[src/rtl/mulord_pkg.sv]
package mulord_pkg;

  // Sequencer states of the order search
  typedef enum logic [2:0] {
    ST_IDLE,
    ST_REDUCE,
    ST_TEST,
    ST_MUL,
    ST_FINISH
  } state_e;

endpackage

[src/rtl/multiplicative_order_mod_n_top.sv]
// Sequence: one multiplier pass reduces the residue, then one pass per power step;
//   a unit of order k takes k-1 power steps, a non-unit up to m-1.
// Throughput: one transaction at a time, data dependent; the serial multiplier sets it.
// Input is taken again as soon as the sequencer is idle, even with a result pending.
// Reset (rst_ni low, async) clears the sequencer and output valid and sets modulus to 2.
module multiplicative_order_mod_n_top #(
  parameter int WIDTH = 32
) (
  input  logic                            clk_i,
  input  logic                            rst_ni,
  // modulus register write
  input  logic                            cfg_we_i,
  input  logic [WIDTH-1:0]                cfg_wdata_i,
  // input stream
  input  logic                            s_axis_tvalid_i,
  output logic                            s_axis_tready_o,
  input  logic [((WIDTH+7)/8)*8-1:0]      s_axis_tdata_i,  // [WIDTH-1:0] residue
  // result stream
  output logic                            m_axis_tvalid_o,
  input  logic                            m_axis_tready_i,
  output logic [((WIDTH+7)/8)*8-1:0]      m_axis_tdata_o,  // [WIDTH-1:0] order_value
  output logic                            m_axis_tuser_o   // [0] non_unit
);

  localparam int DataW = ((WIDTH + 7) / 8) * 8;

  mulord_pkg::state_e state_q, state_d;

  logic [WIDTH-1:0] mod_q;      // configured modulus m
  logic [WIDTH-1:0] a_q, a_d;   // residue reduced mod m
  logic [WIDTH-1:0] p_q, p_d;   // running power a^k mod m
  logic [WIDTH-1:0] k_q, k_d;   // exponent of p_q
  logic [WIDTH-1:0] ord_q, ord_d;
  logic             nu_q, nu_d;

  logic             out_vld_q, out_vld_d;
  logic [WIDTH-1:0] out_ord_q, out_ord_d;
  logic             out_nu_q, out_nu_d;

  logic             mm_start;
  logic [WIDTH-1:0] mm_x;
  logic [WIDTH-1:0] mm_y;
  logic             mm_done;
  logic [WIDTH-1:0] mm_r;

  logic             in_txn;

  assign s_axis_tready_o = (state_q == mulord_pkg::ST_IDLE);
  assign in_txn          = s_axis_tvalid_i && s_axis_tready_o;

  // Operand select: reduction is 1 * residue mod m, search steps are p * a mod m
  assign mm_x = (state_q == mulord_pkg::ST_IDLE) ? WIDTH'(1) : p_q;
  assign mm_y = (state_q == mulord_pkg::ST_IDLE) ? s_axis_tdata_i[WIDTH-1:0] : a_q;

  mulord_mulmod #(
    .WIDTH (WIDTH)
  ) u_mulmod (
    .clk_i   (clk_i),
    .rst_ni  (rst_ni),
    .start_i (mm_start),
    .x_i     (mm_x),
    .y_i     (mm_y),
    .m_i     (mod_q),
    .done_o  (mm_done),
    .r_o     (mm_r)
  );

  always_comb begin
    state_d   = state_q;
    a_d       = a_q;
    p_d       = p_q;
    k_d       = k_q;
    ord_d     = ord_q;
    nu_d      = nu_q;
    out_vld_d = out_vld_q;
    out_ord_d = out_ord_q;
    out_nu_d  = out_nu_q;
    mm_start  = 1'b0;

    // result consumed downstream
    if (m_axis_tready_i) begin
      out_vld_d = 1'b0;
    end

    unique case (state_q)
      mulord_pkg::ST_IDLE: begin
        if (in_txn) begin
          if (mod_q < WIDTH'(2)) begin
            // degenerate modulus: everything reduces to zero
            ord_d   = '0;
            nu_d    = 1'b1;
            state_d = mulord_pkg::ST_FINISH;
          end else begin
            mm_start = 1'b1;
            state_d  = mulord_pkg::ST_REDUCE;
          end
        end
      end
      mulord_pkg::ST_REDUCE: begin
        if (mm_done) begin
          a_d     = mm_r;
          p_d     = mm_r;
          k_d     = WIDTH'(1);
          state_d = mulord_pkg::ST_TEST;
        end
      end
      mulord_pkg::ST_TEST: begin
        if (p_q == WIDTH'(1)) begin
          ord_d   = k_q;
          nu_d    = 1'b0;
          state_d = mulord_pkg::ST_FINISH;
        end else if (p_q == '0 || k_q == mod_q) begin
          // zero power sticks at zero; a unit returns to one before count m
          ord_d   = '0;
          nu_d    = 1'b1;
          state_d = mulord_pkg::ST_FINISH;
        end else begin
          mm_start = 1'b1;
          state_d  = mulord_pkg::ST_MUL;
        end
      end
      mulord_pkg::ST_MUL: begin
        if (mm_done) begin
          p_d     = mm_r;
          k_d     = k_q + 1'b1;
          state_d = mulord_pkg::ST_TEST;
        end
      end
      mulord_pkg::ST_FINISH: begin
        // wait for a free output register
        if (!out_vld_q || m_axis_tready_i) begin
          out_vld_d = 1'b1;
          out_ord_d = ord_q;
          out_nu_d  = nu_q;
          state_d   = mulord_pkg::ST_IDLE;
        end
      end
      default: begin
        state_d = mulord_pkg::ST_IDLE;
      end
    endcase
  end

  always_ff @(posedge clk_i or negedge rst_ni) begin
    if (!rst_ni) begin
      state_q   <= mulord_pkg::ST_IDLE;
      out_vld_q <= 1'b0;
      mod_q     <= WIDTH'(2);
    end else begin
      state_q   <= state_d;
      out_vld_q <= out_vld_d;
      if (cfg_we_i) begin
        mod_q <= cfg_wdata_i;
      end
    end
  end

  always_ff @(posedge clk_i) begin
    a_q       <= a_d;
    p_q       <= p_d;
    k_q       <= k_d;
    ord_q     <= ord_d;
    nu_q      <= nu_d;
    out_ord_q <= out_ord_d;
    out_nu_q  <= out_nu_d;
  end

  assign m_axis_tvalid_o = out_vld_q;
  assign m_axis_tdata_o  = DataW'(out_ord_q);
  assign m_axis_tuser_o  = out_nu_q;

endmodule

[src/rtl/mulord_mulmod.sv]
// Bit-serial modular multiplier: r = x * y mod m, MSB of y first.
// Needs x < m. One step per cycle; done pulses once the last step is in r.
module mulord_mulmod #(
  parameter int WIDTH = 32
) (
  input  logic             clk_i,
  input  logic             rst_ni,
  input  logic             start_i,
  input  logic [WIDTH-1:0] x_i,
  input  logic [WIDTH-1:0] y_i,
  input  logic [WIDTH-1:0] m_i,
  output logic             done_o,
  output logic [WIDTH-1:0] r_o
);

  localparam int CntW = $clog2(WIDTH);

  logic             busy_q, busy_d;
  logic             done_q, done_d;
  logic [CntW-1:0]  cnt_q, cnt_d;
  logic [WIDTH-1:0] r_q, r_d;
  logic [WIDTH-1:0] x_q, x_d;
  logic [WIDTH-1:0] y_q, y_d;
  logic [WIDTH-1:0] m_q, m_d;

  logic [WIDTH+1:0] sum;
  logic [WIDTH+1:0] m1;
  logic [WIDTH+1:0] m2;
  logic [WIDTH+1:0] red;

  // sum = 2r + bit*x < 3m, fold back with one of two subtracts
  always_comb begin
    m1  = {2'b00, m_q};
    m2  = {1'b0, m_q, 1'b0};
    sum = {1'b0, r_q, 1'b0} + (y_q[WIDTH-1] ? {2'b00, x_q} : '0);
    if (sum >= m2) begin
      red = sum - m2;
    end else if (sum >= m1) begin
      red = sum - m1;
    end else begin
      red = sum;
    end
  end

  always_comb begin
    busy_d = busy_q;
    done_d = 1'b0;
    cnt_d  = cnt_q;
    r_d    = r_q;
    x_d    = x_q;
    y_d    = y_q;
    m_d    = m_q;
    if (start_i) begin
      busy_d = 1'b1;
      cnt_d  = CntW'(WIDTH - 1);
      r_d    = '0;
      x_d    = x_i;
      y_d    = y_i;
      m_d    = m_i;
    end else if (busy_q) begin
      r_d   = red[WIDTH-1:0];
      y_d   = {y_q[WIDTH-2:0], 1'b0};
      cnt_d = cnt_q - 1'b1;
      if (cnt_q == '0) begin
        busy_d = 1'b0;
        done_d = 1'b1;
      end
    end
  end

  always_ff @(posedge clk_i or negedge rst_ni) begin
    if (!rst_ni) begin
      busy_q <= 1'b0;
      done_q <= 1'b0;
      cnt_q  <= '0;
    end else begin
      busy_q <= busy_d;
      done_q <= done_d;
      cnt_q  <= cnt_d;
    end
  end

  always_ff @(posedge clk_i) begin
    r_q <= r_d;
    x_q <= x_d;
    y_q <= y_d;
    m_q <= m_d;
  end

  assign done_o = done_q;
  assign r_o    = r_q;

endmodule
[config.mk]
export PLATFORM = sky130hd
export DESIGN_NAME = multiplicative_order_mod_n_top
export DESIGN_NICKNAME = d
export VERILOG_FILES = /design/src/rtl/mulord_pkg.sv /design/src/rtl/multiplicative_order_mod_n_top.sv /design/src/rtl/mulord_mulmod.sv
export SDC_FILE = /design/constraint.sdc
export NUM_CORES = 1
export LEC_CHECK = 0
export BUFFER_PORTS_ARGS = -buffer_cell sky130_fd_sc_hd__buf_4
export CORE_MARGIN = 1.5
export CORE_UTILIZATION = 60
export CTS_CLUSTER_DIAMETER = 50
export CTS_CLUSTER_SIZE = 24
export DETAILED_ROUTE_END_ITERATION = 8
export HOLD_SLACK_MARGIN = 0.03
export PLACE_DENSITY_LB_ADDON = 0.12
export SLEW_MARGIN = 20
export SYNTH_ARGS = -nofsm -noshare
export SYNTH_HDL_FRONTEND = slang
export SYNTH_SLANG_ARGS = --single-unit
[constraint.sdc]
create_clock -name clk_i -period 6.4 [get_ports clk_i]
set_input_delay 0.32 -clock clk_i [delete_from_list [all_inputs] [get_ports clk_i]]
set_output_delay 0.32 -clock clk_i [all_outputs]
set_load 0.03 [all_outputs]
==> metrics.md, run 1 <==
| Metric | Value |
|---|---|
| Run status | `finished, final reports clean` |
| Routability cong. | `slightly below 1` |
| Final number of setup-violating endpoints | `0` |
| Final HPWL from detailed placement | `37.30 mm` |
| Worst Path Max Fanout | `20` |
| Wire length per cell after detailed routing | `21.97 um` |
| Starting Density | `60.72%` |
| Kind of launch point of the worst setup path | `flip-flop` |
| Global routing usage on met1 | `42.33%` |
| Busiest layer in global routing | `met2` |
| Root buf cell | `sky130_fd_sc_hd__clkbuf_16` |
| Async set-reset flop share out of synthesis | `12.91%` |
| Warning count from the yosys run | `0` |
| Actual transition at the worst max-transition pin | `around 1.2 ns` |
| Maximum number of buffers from clock root to sink | `3` |
| Clock latency at the later pin of the worst-skew pair | `about 0.54 ns` |
| Final nets | `1978` |
| Cell row count | `64` |
| Detailed Route Iter0 Violations | `1282` |
| Number of remaining DRC errors | `0` |
| Average footprint of a synthesized cell | `11.10 um2` |
| Port Buf Inserts | `103` |
| Clock transition at path regs | `0.08 ns` |
| DIE HEIGHT | `around 180 um` |
| Synth Cell Area | `~19000 um2` |
| Slew Viols, Final | `0` |
| Met2 usage in global routing | `51.99%` |
| Number of buffers created by CTS | `34` |
| Die area | `31940 um2` |
| Clk_skew | `0.04439 ns` |
| Critical path required time | `6.80 ns` |
| Routed vias/inst | `6.212` |
| Antenna Nets Post-Route | `0` |
| Core Region | `30510 um2` |
| Met3 track demand over resource | `3.774%` |
| Number of global-route vias before repair | `13.30k` |
| Post-Syn Nets | `approximately 1.8k` |
| Post-synthesis instance total | `1669` |
| Class of the most critical hold timing path | `input pin to flip-flop` |
| Pre-antenna DRT Iters | `5` |
| Clock tree from TritonCTS | `yes` |
| Post-Route Setup TNS | `0 ns` |
| Fin. Hold Viols | `0` |
| Number of antenna diodes | `0` |
| Die span in x | `178.7 um` |
| Global-route congestion overflow total | `0` |
| H-Tree Depth | `2` |
| RSZ-0062 raised after global routing | `no` |
| Sequential area share after synthesis | `approximately 51%` |
| Number of antenna violations at the first check in global routing | `0` |
| Final period utilization | `92.35%` |
| Upper clock frequency limit | `169.2 MHz` |
| Total via count after detailed routing | `13.85k` |
| Clock Sinks | `roughly 330` |
| Crit Path Category | `flip-flop to flip-flop` |
| Slew margin rel. | `21.90%` |
| Setup crit end kind | `flip-flop` |
| Layout cell share with drive strength beyond 1 | `between 10% and 20%` |
| Largest net degree at the start of global routing | `63` |
| Synth-to-layout area growth | `14.77%` |
| Post-synth EDFFs | `258` |
| CP arrival | `about 6.3 ns` |
| Final critical delay including setup and external delays | `5.910 ns` |
| Global-route wire length before repair | `74.92 mm` |
| Max-cap check violation count | `0` |
| Most used cells in the layout excluding fill and tap cells | `sky130_fd_sc_hd__edfxtp_1 (258), sky130_fd_sc_hd__a21oi_1 (128), sky130_fd_sc_hd__buf_4 (125)` |
| Final WL | `48.97 mm` |
| Count of pins on the block boundary | `104` |
| Most common cell after layout, fill and taps aside | `sky130_fd_sc_hd__edfxtp_1` |
| Flip-flop and latch count after synthesis | `between 300 and 400` |
| Overall Global Routing Usage | `31.03%` |
| Count of unique library cells instantiated by Yosys | `slightly above 80` |
| Most used DFF post-synth | `sky130_fd_sc_hd__edfxtp_1` |
## Yosys cell counts (18+ instances only)
cell type                  number  share of area (%)
sky130_fd_sc_hd__nand2b_1      18               0.61
sky130_fd_sc_hd__dfrtp_1       42                5.7
sky130_fd_sc_hd__nand2_1       83                1.7
sky130_fd_sc_hd__nand4_1       33                1.1
sky130_fd_sc_hd__a21o_1        35                1.4
sky130_fd_sc_hd__nor2_1       118                2.4
sky130_fd_sc_hd__ha_1          98                6.6
sky130_fd_sc_hd__clkbuf_1      34               0.69
sky130_fd_sc_hd__edfxtp_1     258                 42
sky130_fd_sc_hd__nor3_1        21               0.57
sky130_fd_sc_hd__o211ai_1      21               0.85
sky130_fd_sc_hd__mux2i_1       45                2.4
sky130_fd_sc_hd__mux2_2        32                1.9
sky130_fd_sc_hd__nand3_1       40                1.1
sky130_fd_sc_hd__o221ai_1      18               0.85
sky130_fd_sc_hd__a21oi_1      128                3.5
sky130_fd_sc_hd__dfxtp_1       32                3.5
sky130_fd_sc_hd__a211oi_1      20               0.81
sky130_fd_sc_hd__and2_1        71                2.4
sky130_fd_sc_hd__inv_1         71                1.4
sky130_fd_sc_hd__nor2b_1       39                1.3
sky130_fd_sc_hd__xor2_1        52                2.5
sky130_fd_sc_hd__xnor2_1       86                4.1
sky130_fd_sc_hd__nor4_1        18               0.61
sky130_fd_sc_hd__o21ai_0       61                1.6
## area by class of cell
class,count,area [um2]
sequential,333,9465
tap,396,495.5
timing repair buffer,154,1236
inverter,71,266.5
clock inverter,25,324.1
fill,2225,9250
clock buffer,36,879.6
multi-input combinational,1214,8592
## worst paths after layout
| path | from | endpoint | slack (ns) | cells after the start |
|---|---|---|---|---|
| worst min register to register | ord_q[8] | m_axis_tdata_o[8] | 0.42 | 0 |
| min in group asynchronous | rst_ni | mod_q[7] | 0.35 | 2 |
| max in group asynchronous | rst_ni | mod_q[28] | 5.60 | 2 |
| worst min-delay path | cfg_wdata_i[3] | mod_q[3] | 0.04 | 2 |
| worst max-delay path | u_mulmod.y_q[31] | u_mulmod.r_o[30] | 0.49 | 21 |
| worst max register to register | u_mulmod.y_q[31] | u_mulmod.r_o[30] | 0.49 | 21 |
## metrics by stage
stage | utilization, % | instances | cell area (um2) | worst slack, ns | hold WS (ns)
final | 69.68 | 2229 | 21260 | 0.4899 | 0.03928
after global routing | 69.68 | 2229 | 21260 | 0.1442 | 0.03526
after CTS | 69.62 | 2228 | 21240 | 0.2916 | 0.03111
after detailed placement | 64.79 | 2140 | 19770 | 0.3601 | 0.3839
after global placement | 64.79 | 2140 | 19770 | 0.5890 | 0.3707
after floorplan | - | 1669 | 18520 | 1.571 | 0.02441
## metal layers
layer | wire [um] | part of all wire [%]
met5 | 0 | 0
met3 | 2731 | 5.6
met4 | 1478 | 3.0
met1 | 21320 | 44
met2 | 23450 | 48
## cells by family after synthesis
group | synth area share, %
buf+inv | 2.654
xor+xnor | 6.525
flops | 51.10
fa+ha+maj | 6.944
simple gates | 13.97
mux | 4.438
compound gates | 14.37
## critical path: stages, from the launching register on
cell	delay [ns]
sky130_fd_sc_hd__edfxtp_1	0.56
sky130_fd_sc_hd__and2_1	0.22
sky130_fd_sc_hd__ha_1	0.22
sky130_fd_sc_hd__inv_1	0.07
sky130_fd_sc_hd__fa_1	0.39
sky130_fd_sc_hd__nand2b_1	0.18
sky130_fd_sc_hd__a21oi_1	0.23
sky130_fd_sc_hd__o21ai_1	0.21
sky130_fd_sc_hd__nand3_1	0.17
sky130_fd_sc_hd__nand3_1	0.09
sky130_fd_sc_hd__nand2_1	0.09
sky130_fd_sc_hd__xor2_1	0.40
sky130_fd_sc_hd__ha_1	0.34
sky130_fd_sc_hd__and4_1	0.37
sky130_fd_sc_hd__o21ai_0	0.15
sky130_fd_sc_hd__a311oi_2	0.45
sky130_fd_sc_hd__a21oi_2	0.12
sky130_fd_sc_hd__a211oi_2	0.40
sky130_fd_sc_hd__a211oi_4	0.13
sky130_fd_sc_hd__nand2_2	0.49
sky130_fd_sc_hd__nor2_1	0.13
sky130_fd_sc_hd__a221o_1	0.37
## what timing repair did
item	4_1_cts	5_1_grt
gates resized for setup	0	1
hold buffers	27	0
setup buffers	0	1
setup endpoints to repair	0	21
endpoints found under the hold margin	68	0
## flip-flops by register name, indices dropped and copies added, names as in the netlist
register and count:
u_mulmod.cnt_q 5, m_axis_tuser_o 1, u_mulmod.r_o 32, ord_q 32, state_q 3, u_mulmod.x_q 32, p_q 32, u_mulmod.y_q 32
nu_q 1, u_mulmod.done_o 1, u_mulmod.busy_q 1, a_q 32, m_axis_tdata_o 32, mod_q 32, u_mulmod.m_q 32, m_axis_tvalid_o 1
k_q 32
Power of run 1 is not shown: default switching activity piles up to over one toggle a cycle in this logic, so the estimate is an artifact.
==> run 2, diff against run 1 <==
Settings changed: RECOVER_POWER set to 25.
==> metrics.md, run 2 (synthesis gave the netlist of run 1 again) <==
| Metric | Value |
|---|---|
| Setup crit end kind | `flip-flop` |
| Worst path bufs/invs | `1` |
| Worst Path Max Fanout | `13` |
| Final critical delay including setup and external delays | `5.882 ns` |
| Kind of launch point of the worst setup path | `flip-flop` |
| Clock Sinks | `333` |
| Starting Density | `60.72%` |
| Wire length per cell after detailed routing | `21.98 um` |
| Number of antenna diodes | `0` |
| Crit path max-delay cell type | `sky130_fd_sc_hd__edfxtp_1` |
| Actual transition at the worst max-transition pin | `about 2.7 ns` |
| Number of antenna violations at the first check in global routing | `0` |
| Post-Route Setup TNS | `0 ns` |
| Layout cell share with drive strength beyond 1 | `13.75%` |
| Critical path required time | `6.84 ns` |
| Final number of setup-violating endpoints | `0` |
| Most used cells in the layout excluding fill and tap cells | `sky130_fd_sc_hd__edfxtp_1 (258), sky130_fd_sc_hd__a21oi_1 (128), sky130_fd_sc_hd__nor2_1 (117), sky130_fd_sc_hd__buf_4 (117), sky130_fd_sc_hd__ha_1 (98)` |
| Final period utilization | `91.91%` |
| H-Tree Depth | `2` |
| Overall Global Routing Usage | `31.03%` |
| Port Buf Inserts | `slightly above 100` |
| Upper clock frequency limit | `170.0 MHz` |
| Largest stage delay, worst path | `0.55 ns` |
| Clock latency at the later pin of the worst-skew pair | `0.54 ns` |
| Number of fill cells | `2229` |
| Capture point of the worst reg-to-reg path | `u_mulmod.r_o[5]` |
| RSZ-0062 raised after global routing | `no` |
| Most repeated library cell on the critical path | `sky130_fd_sc_hd__a21oi_1` |
| Antenna Nets Post-Route | `0` |
| Run status | `finished with violations` |
| DIE HEIGHT | `178.7 um` |
| Class of the most critical hold timing path | `input pin to flip-flop` |
| Count of pins on the block boundary | `104` |
| Post-Place Cells | `2140` |
| Die area | `approximately 32000 um2` |
| Core Region | `30510 um2` |
| Global-route wire length before repair | `74.92 mm` |
| Number of buffers created by CTS | `34` |
| Slew Viols, Final | `44` |
| Worst reg2reg startpoint | `u_mulmod.y_q[31]` |
| Fin cells | `2229` |
| Number of global-route vias before repair | `between 10k and 15k` |
| Synth-to-layout area growth | `14.72%` |
| Fin. Hold Viols | `0` |
| Slew margin rel. | `-76.70%` |
| Final WL | `49.00 mm` |
| Min Hold Slack | `around 0.038 ns` |
| Pre-antenna DRT Iters | `5` |
| Maximum number of buffers from clock root to sink | `3` |
| Worst path cell trace | `and2_1, ha_1, inv_1, fa_1, nand2b_1, a21oi_1, o21ai_1, a21oi_1, o21bai_1, nand2_1, xor2_1, ha_1, a21oi_1, o211ai_1, o21bai_1, a211oi_1, a2bb2oi_1, o311a_1, nand2_1, a21o_1, a311oi_2` |
| Largest net degree at the start of global routing | `63` |
| Root buf cell | `sky130_fd_sc_hd__clkbuf_16` |
| Number of cells on the worst reg-to-reg path | `21` |
| Cell row count | `64` |
| Startpoint of the worst hold path | `cfg_wdata_i[3]` |
| Number of remaining DRC errors | `0` |
| Flop-to-flop setup slack | `0.52 ns` |
| CP arrival | `6.32 ns` |
| Die span in x | `between 150 and 200 um` |
| Routed vias/inst | `slightly above 6` |
| Final HPWL from detailed placement | `37.30 mm` |
| Routability cong. | `approximately 0.96` |
| Total via count after detailed routing | `13.82k` |
| Max-cap check violation count | `1` |
| Most common cell after layout, fill and taps aside | `sky130_fd_sc_hd__edfxtp_1` |
| Detailed Route Iter0 Violations | `1254` |
| Clock transition at path regs | `about 0.08 ns` |
| Clock tree from TritonCTS | `yes` |
| Crit Path Category | `flip-flop to flip-flop` |
| Violations in the final reports | `capacitance limit, slew limit` |
| Global-route congestion overflow total | `0` |
| Hold Path Stages | `2` |
| Final nets | `~2.0k` |
| Clk_skew | `around 0.042 ns` |
| Endpoint of the worst hold-timing path | `mod_q[3]` |
| Largest delay share family, worst path | `compound AO/OA/AOI/OAI gates` |
==> run 2: changes by cell type in the layout (fill, tap and decap cells not counted), sizes merged <==
cell	before	now
clkbuf	37	45
buf	126	118
==> run 2: how the worst max path moves through the flow <==
stage,start,end,slack (ns),cells past startpoint
after floorplan,u_mulmod.y_q[31],u_mulmod.r_o[0],1.57,23
after global routing,u_mulmod.y_q[31],u_mulmod.r_o[30],0.14,21
final,u_mulmod.y_q[31],u_mulmod.r_o[5],0.52,21
after detailed placement,u_mulmod.y_q[31],u_mulmod.r_o[30],0.36,21
after global placement,u_mulmod.y_q[31],u_mulmod.r_o[23],0.59,22
after CTS,u_mulmod.y_q[31],u_mulmod.r_o[30],0.29,22
==> run 2: cell type report <==
type / instances / area [um2] / share of cell area [%]
well taps: 396 / 495.5 / 2.331
multi-input cells: 1214 / 8592 / 40.43
clock inverters: 25 / 324.1 / 1.525
inverters: 71 / 266.5 / 1.254
flip-flops and latches: 333 / 9465 / 44.54
repair buffers: 154 / 1229 / 5.782
clock buffers: 36 / 879.6 / 4.139
==> run 2: per-stage QoR <==
stage	setup WS, ns	cell area (um2)	util (%)
2_1_floorplan	1.571	18520	-
3_3_place_gp	0.5890	19770	64.79
3_5_place_dp	0.3601	19770	64.79
4_1_cts	0.2916	21240	69.62
5_1_grt	0.1442	21250	69.66
6_report	0.5178	21250	69.66
==> run 2: worst register-to-register path: cells and delay by family (launching register included) <==
kind | cells | cell delay, ns
flops | 1 | 0.55
compound gates | 12 | 3.18
xor+xnor | 1 | 0.29
buf+inv | 1 | 0.07
simple gates | 4 | 0.78
fa+ha+maj | 3 | 0.97
==> run 2: timing repair <==
item                       CTS  global route
hold endpoints to repair    68             0
resized for setup            0             1
setup buffers                0             1
hold buffers                27             0
setup endpoints to repair    0            21
==> run 2: layer usage <==
layer  wire, um  share of wire [%]  global-route usage, %  vias up
li1           -                  -                      -     6512
met1      21230                 43                  42.33     6691
met2      23540                 48                  51.99      532
met3       2799                5.7                  3.774       89
met4       1431                2.9                  9.514        0
met5          0                  0                      0        -
Power of run 2 is left out for the same reason.
==> run 3, diff against run 2 <==
Settings changed: CELL_PAD_IN_SITES_DETAIL_PLACEMENT set to 2, CELL_PAD_IN_SITES_GLOBAL_PLACEMENT set to 2, CORE_UTILIZATION 60 to 42, CTS_CLUSTER_DIAMETER 50 to 80, SYNTH_HIERARCHICAL set to 1.
==> metrics.md, run 3 <==
| Metric | Value |
|---|---|
| Most used DFF post-synth | `sky130_fd_sc_hd__edfxtp_1` |
| Flip-flop and latch count after synthesis | `333` |
| Layout Utilization | `between 40 and 50%` |
| Count of unique library cells instantiated by Yosys | `86` |
| Post-synth EDFFs | `between 200 and 300` |
| Most common library cells after synthesis | `sky130_fd_sc_hd__edfxtp_1 (258), sky130_fd_sc_hd__a21oi_1 (105), sky130_fd_sc_hd__xnor2_1 (103)` |
| Async set-reset flop share out of synthesis | `around an eighth` |
| Largest stage delay, worst path | `about 0.78 ns` |
| Class of the most critical hold timing path | `input pin to flip-flop` |
| Routed vias/inst | `between 5 and 6` |
| Layout cell share with drive strength beyond 1 | `16.79%` |
| Pre-antenna DRT Iters | `7` |
| Final number of setup-violating endpoints | `0` |
| Post-Route Setup TNS | `0 ns` |
| Global-route congestion overflow total | `0` |
| Antenna Nets Post-Route | `0` |
| CP arrival | `between 6 and 7 ns` |
| Post-Syn Nets | `1831` |
| Port Buf Inserts | `103` |
| Final nets | `1957` |
| Average footprint of a synthesized cell | `11.34 um2` |
| Slew Viols, Final | `44` |
| Warning count from the yosys run | `6` |
| Final critical delay including setup and external delays | `6.153 ns` |
| Max-cap check violation count | `1` |
| Final period utilization | `96.14%` |
| Cell row count | `between 70 and 80` |
| Starting Density | `42.60%` |
| Clock tree from TritonCTS | `yes` |
| Crit path max-delay cell type | `sky130_fd_sc_hd__a2111oi_0` |
| Number of remaining DRC errors | `0` |
| Global-route wire length before repair | `93.28 mm` |
| Topmost layer with routed signal wires | `met4` |
| Die span in x | `214.8 um` |
| Final WL | `just over 60 mm` |
| Design area | `21490 um2` |
| Portion of synthesized cell area occupied by the leading cell type | `41.13%` |
| DIE HEIGHT | `between 200 and 250 um` |
| Wire length per cell after detailed routing | `25.44 um` |
| Worst path cell trace | `buf_4, and2_1, ha_1, nand2_1, or3_1, a21oi_1, and2_1, nand2_1, o21ai_0, xor2_1, ha_1, and4_1, nand4_1, a2111oi_0, o32ai_2, o21ai_0, a31oi_1, xnor2_1, mux2_2, o21ai_0, a211oi_1` |
| Cell taking the most area after synthesis | `sky130_fd_sc_hd__edfxtp_1` |
| Number of antenna violations at the first check in global routing | `0` |
| Total via count after detailed routing | `13.79k` |
| Setup crit end kind | `flip-flop` |
| Most repeated library cell on the critical path | `sky130_fd_sc_hd__o21ai_0` |
| Actual transition at the worst max-transition pin | `2.735 ns` |
| Run status | `finished with violations` |
| Detailed-route wire length on metal 1 | `28.57 mm` |
| Overall Global Routing Usage | `26.16%` |
| RSZ-0062 raised after global routing | `no` |
| Synth-to-layout area growth | `14.05%` |
| Clk_skew | `~0.03 ns` |
| Fin. Hold Viols | `0` |
| Violations in the final reports | `capacitance limit, slew limit` |
| Count of pins on the block boundary | `104` |
| Most common cell after layout, fill and taps aside | `sky130_fd_sc_hd__edfxtp_1` |
| Critical path required time | `6.82 ns` |
| Kind of launch point of the worst setup path | `flip-flop` |
| Clock latency at the later pin of the worst-skew pair | `0.59 ns` |
| Slew margin rel. | `-82.36%` |
| Maximum number of buffers from clock root to sink | `3` |
| Synth Cell Area | `18840 um2` |
| Top cells by area, synth | `sky130_fd_sc_hd__edfxtp_1 (41%), sky130_fd_sc_hd__ha_1 (6.5%), sky130_fd_sc_hd__mux2_2 (5.9%), sky130_fd_sc_hd__dfrtp_1 (5.6%), sky130_fd_sc_hd__xnor2_1 (4.8%)` |
| H-Tree Depth | `1` |
| Dpl cell area | `20260 um2` |
| Post-synthesis instance total | `~1.7k` |
| Largest net degree at the start of global routing | `108` |
| Die area | `46130 um2` |
| Crit Path Category | `flip-flop to flip-flop` |
| Clock Sinks | `333` |
| Sequential area share after synthesis | `50.25%` |
| Root buf cell | `sky130_fd_sc_hd__clkbuf_16` |
| Number of buffers created by CTS | `24` |
| Number of global-route vias before repair | `15.27k` |
| Number of antenna diodes | `0` |
| Detailed-routed wire length on met3 | `about 1.7 mm` |
| Upper clock frequency limit | `~160 MHz` |
| Most used cells in the layout excluding fill and tap cells | `sky130_fd_sc_hd__edfxtp_1 (258), sky130_fd_sc_hd__buf_4 (125), sky130_fd_sc_hd__a21oi_1 (104)` |
| Library cell with the highest instance count after synthesis | `sky130_fd_sc_hd__edfxtp_1` |
| Routed wl met2 | `29.70 mm` |
| Routability cong. | `0.8992` |
| Clock transition at path regs | `0.09 ns` |
| Final HPWL from detailed placement | `46.43 mm` |
| Detailed Route Iter0 Violations | `approximately 890` |
| Worst Path Max Fanout | `20` |
| Core Region | `44220 um2` |
-- run 3: changes by cell type after synthesis, moves of 13 or more --
cell / delta
sky130_fd_sc_hd__a21oi_1: -23
sky130_fd_sc_hd__mux2_2: +66
sky130_fd_sc_hd__mux2i_1: -31
sky130_fd_sc_hd__nor2_1: -27
sky130_fd_sc_hd__o21ai_0: -13
sky130_fd_sc_hd__o221ai_1: -17
sky130_fd_sc_hd__xnor2_1: +17
sky130_fd_sc_hd__xor2_1: -14
-- run 3: per-layer routing --
| metal | track usage (%) | vias to the layer above |
|---|---|---|
| li1 | - | 6412 |
| met1 | 36.63 | 7088 |
| met2 | 44.63 | 233 |
| met3 | 2.208 | 57 |
| met4 | 4.742 | 0 |
| met5 | 0 | - |
-- run 3: metrics by stage --
stage,cells,hold WS [ns],worst slack (ns)
floorplan,1661,0.02441,0.2293
global placement,2317,0.3674,0.5040
detailed placement,2317,0.3667,0.2058
CTS,2394,0.05767,0.1260
global route,2397,0.08109,0.008112
finish,2397,0.08587,0.2470
-- run 3: final cells by class --
cell class	count	area [um2]
Sequential cell	333	9465
Multi-Input combinational cell	1197	8866
Clock inverter	15	235.2
Tap cell	592	740.7
Clock buffer	29	619.3
Timing Repair Buffer	160	1292
Inverter	71	266.5
Fill cell	4416	22740
-- run 3: worst max-delay path: cells and delay by family (launching register included) --
kind | cells | cell delay (ns)
and+or+nand+nor | 7 | 1.53
DFF | 1 | 0.43
AOI/OAI and AO/OA | 8 | 2.05
muxes | 1 | 0.26
xor gates and xnor gates | 2 | 0.69
adders and majority gates | 2 | 0.83
buffers and inverters | 1 | 0.22
-- run 3: path summary, 6_finish.rpt --
path,from,end,slack [ns],depth (start not counted)
min in group asynchronous,rst_ni,mod_q[28],1.14,2
max reg2reg,u_mulmod/y_q[31],u_mulmod/r_o[29],0.25,21
max,u_mulmod/y_q[31],u_mulmod/r_o[29],0.25,21
max in group asynchronous,rst_ni,m_axis_tvalid_o,3.68,2
min reg2reg,ord_q[20],m_axis_tdata_o[20],0.42,0
min,m_axis_tready_i,m_axis_tvalid_o,0.09,3
-- run 3: timing repair --
| item | in CTS | in global routing |
|---|---|---|
| gates resized for setup | 0 | 3 |
| hold buffers | 33 | 0 |
| buffers inserted | 0 | 3 |
| hold endpoints to repair | 74 | 0 |
| setup endpoints to repair | 0 | 18 |
-- run 3: logic make-up after synthesis --
| family | count (synthesis) | share of synthesized area [%] |
|---|---|---|
| muxes | 112 | 6.602 |
| DFF | 333 | 50.25 |
| AOI/OAI and AO/OA | 365 | 13.10 |
| xor gates and xnor gates | 141 | 6.556 |
| and+or+nand+nor | 478 | 13.64 |
| adders and majority gates | 101 | 6.828 |
| buffers and inverters | 131 | 3.022 |
Power of run 3 is left out for the same reason.
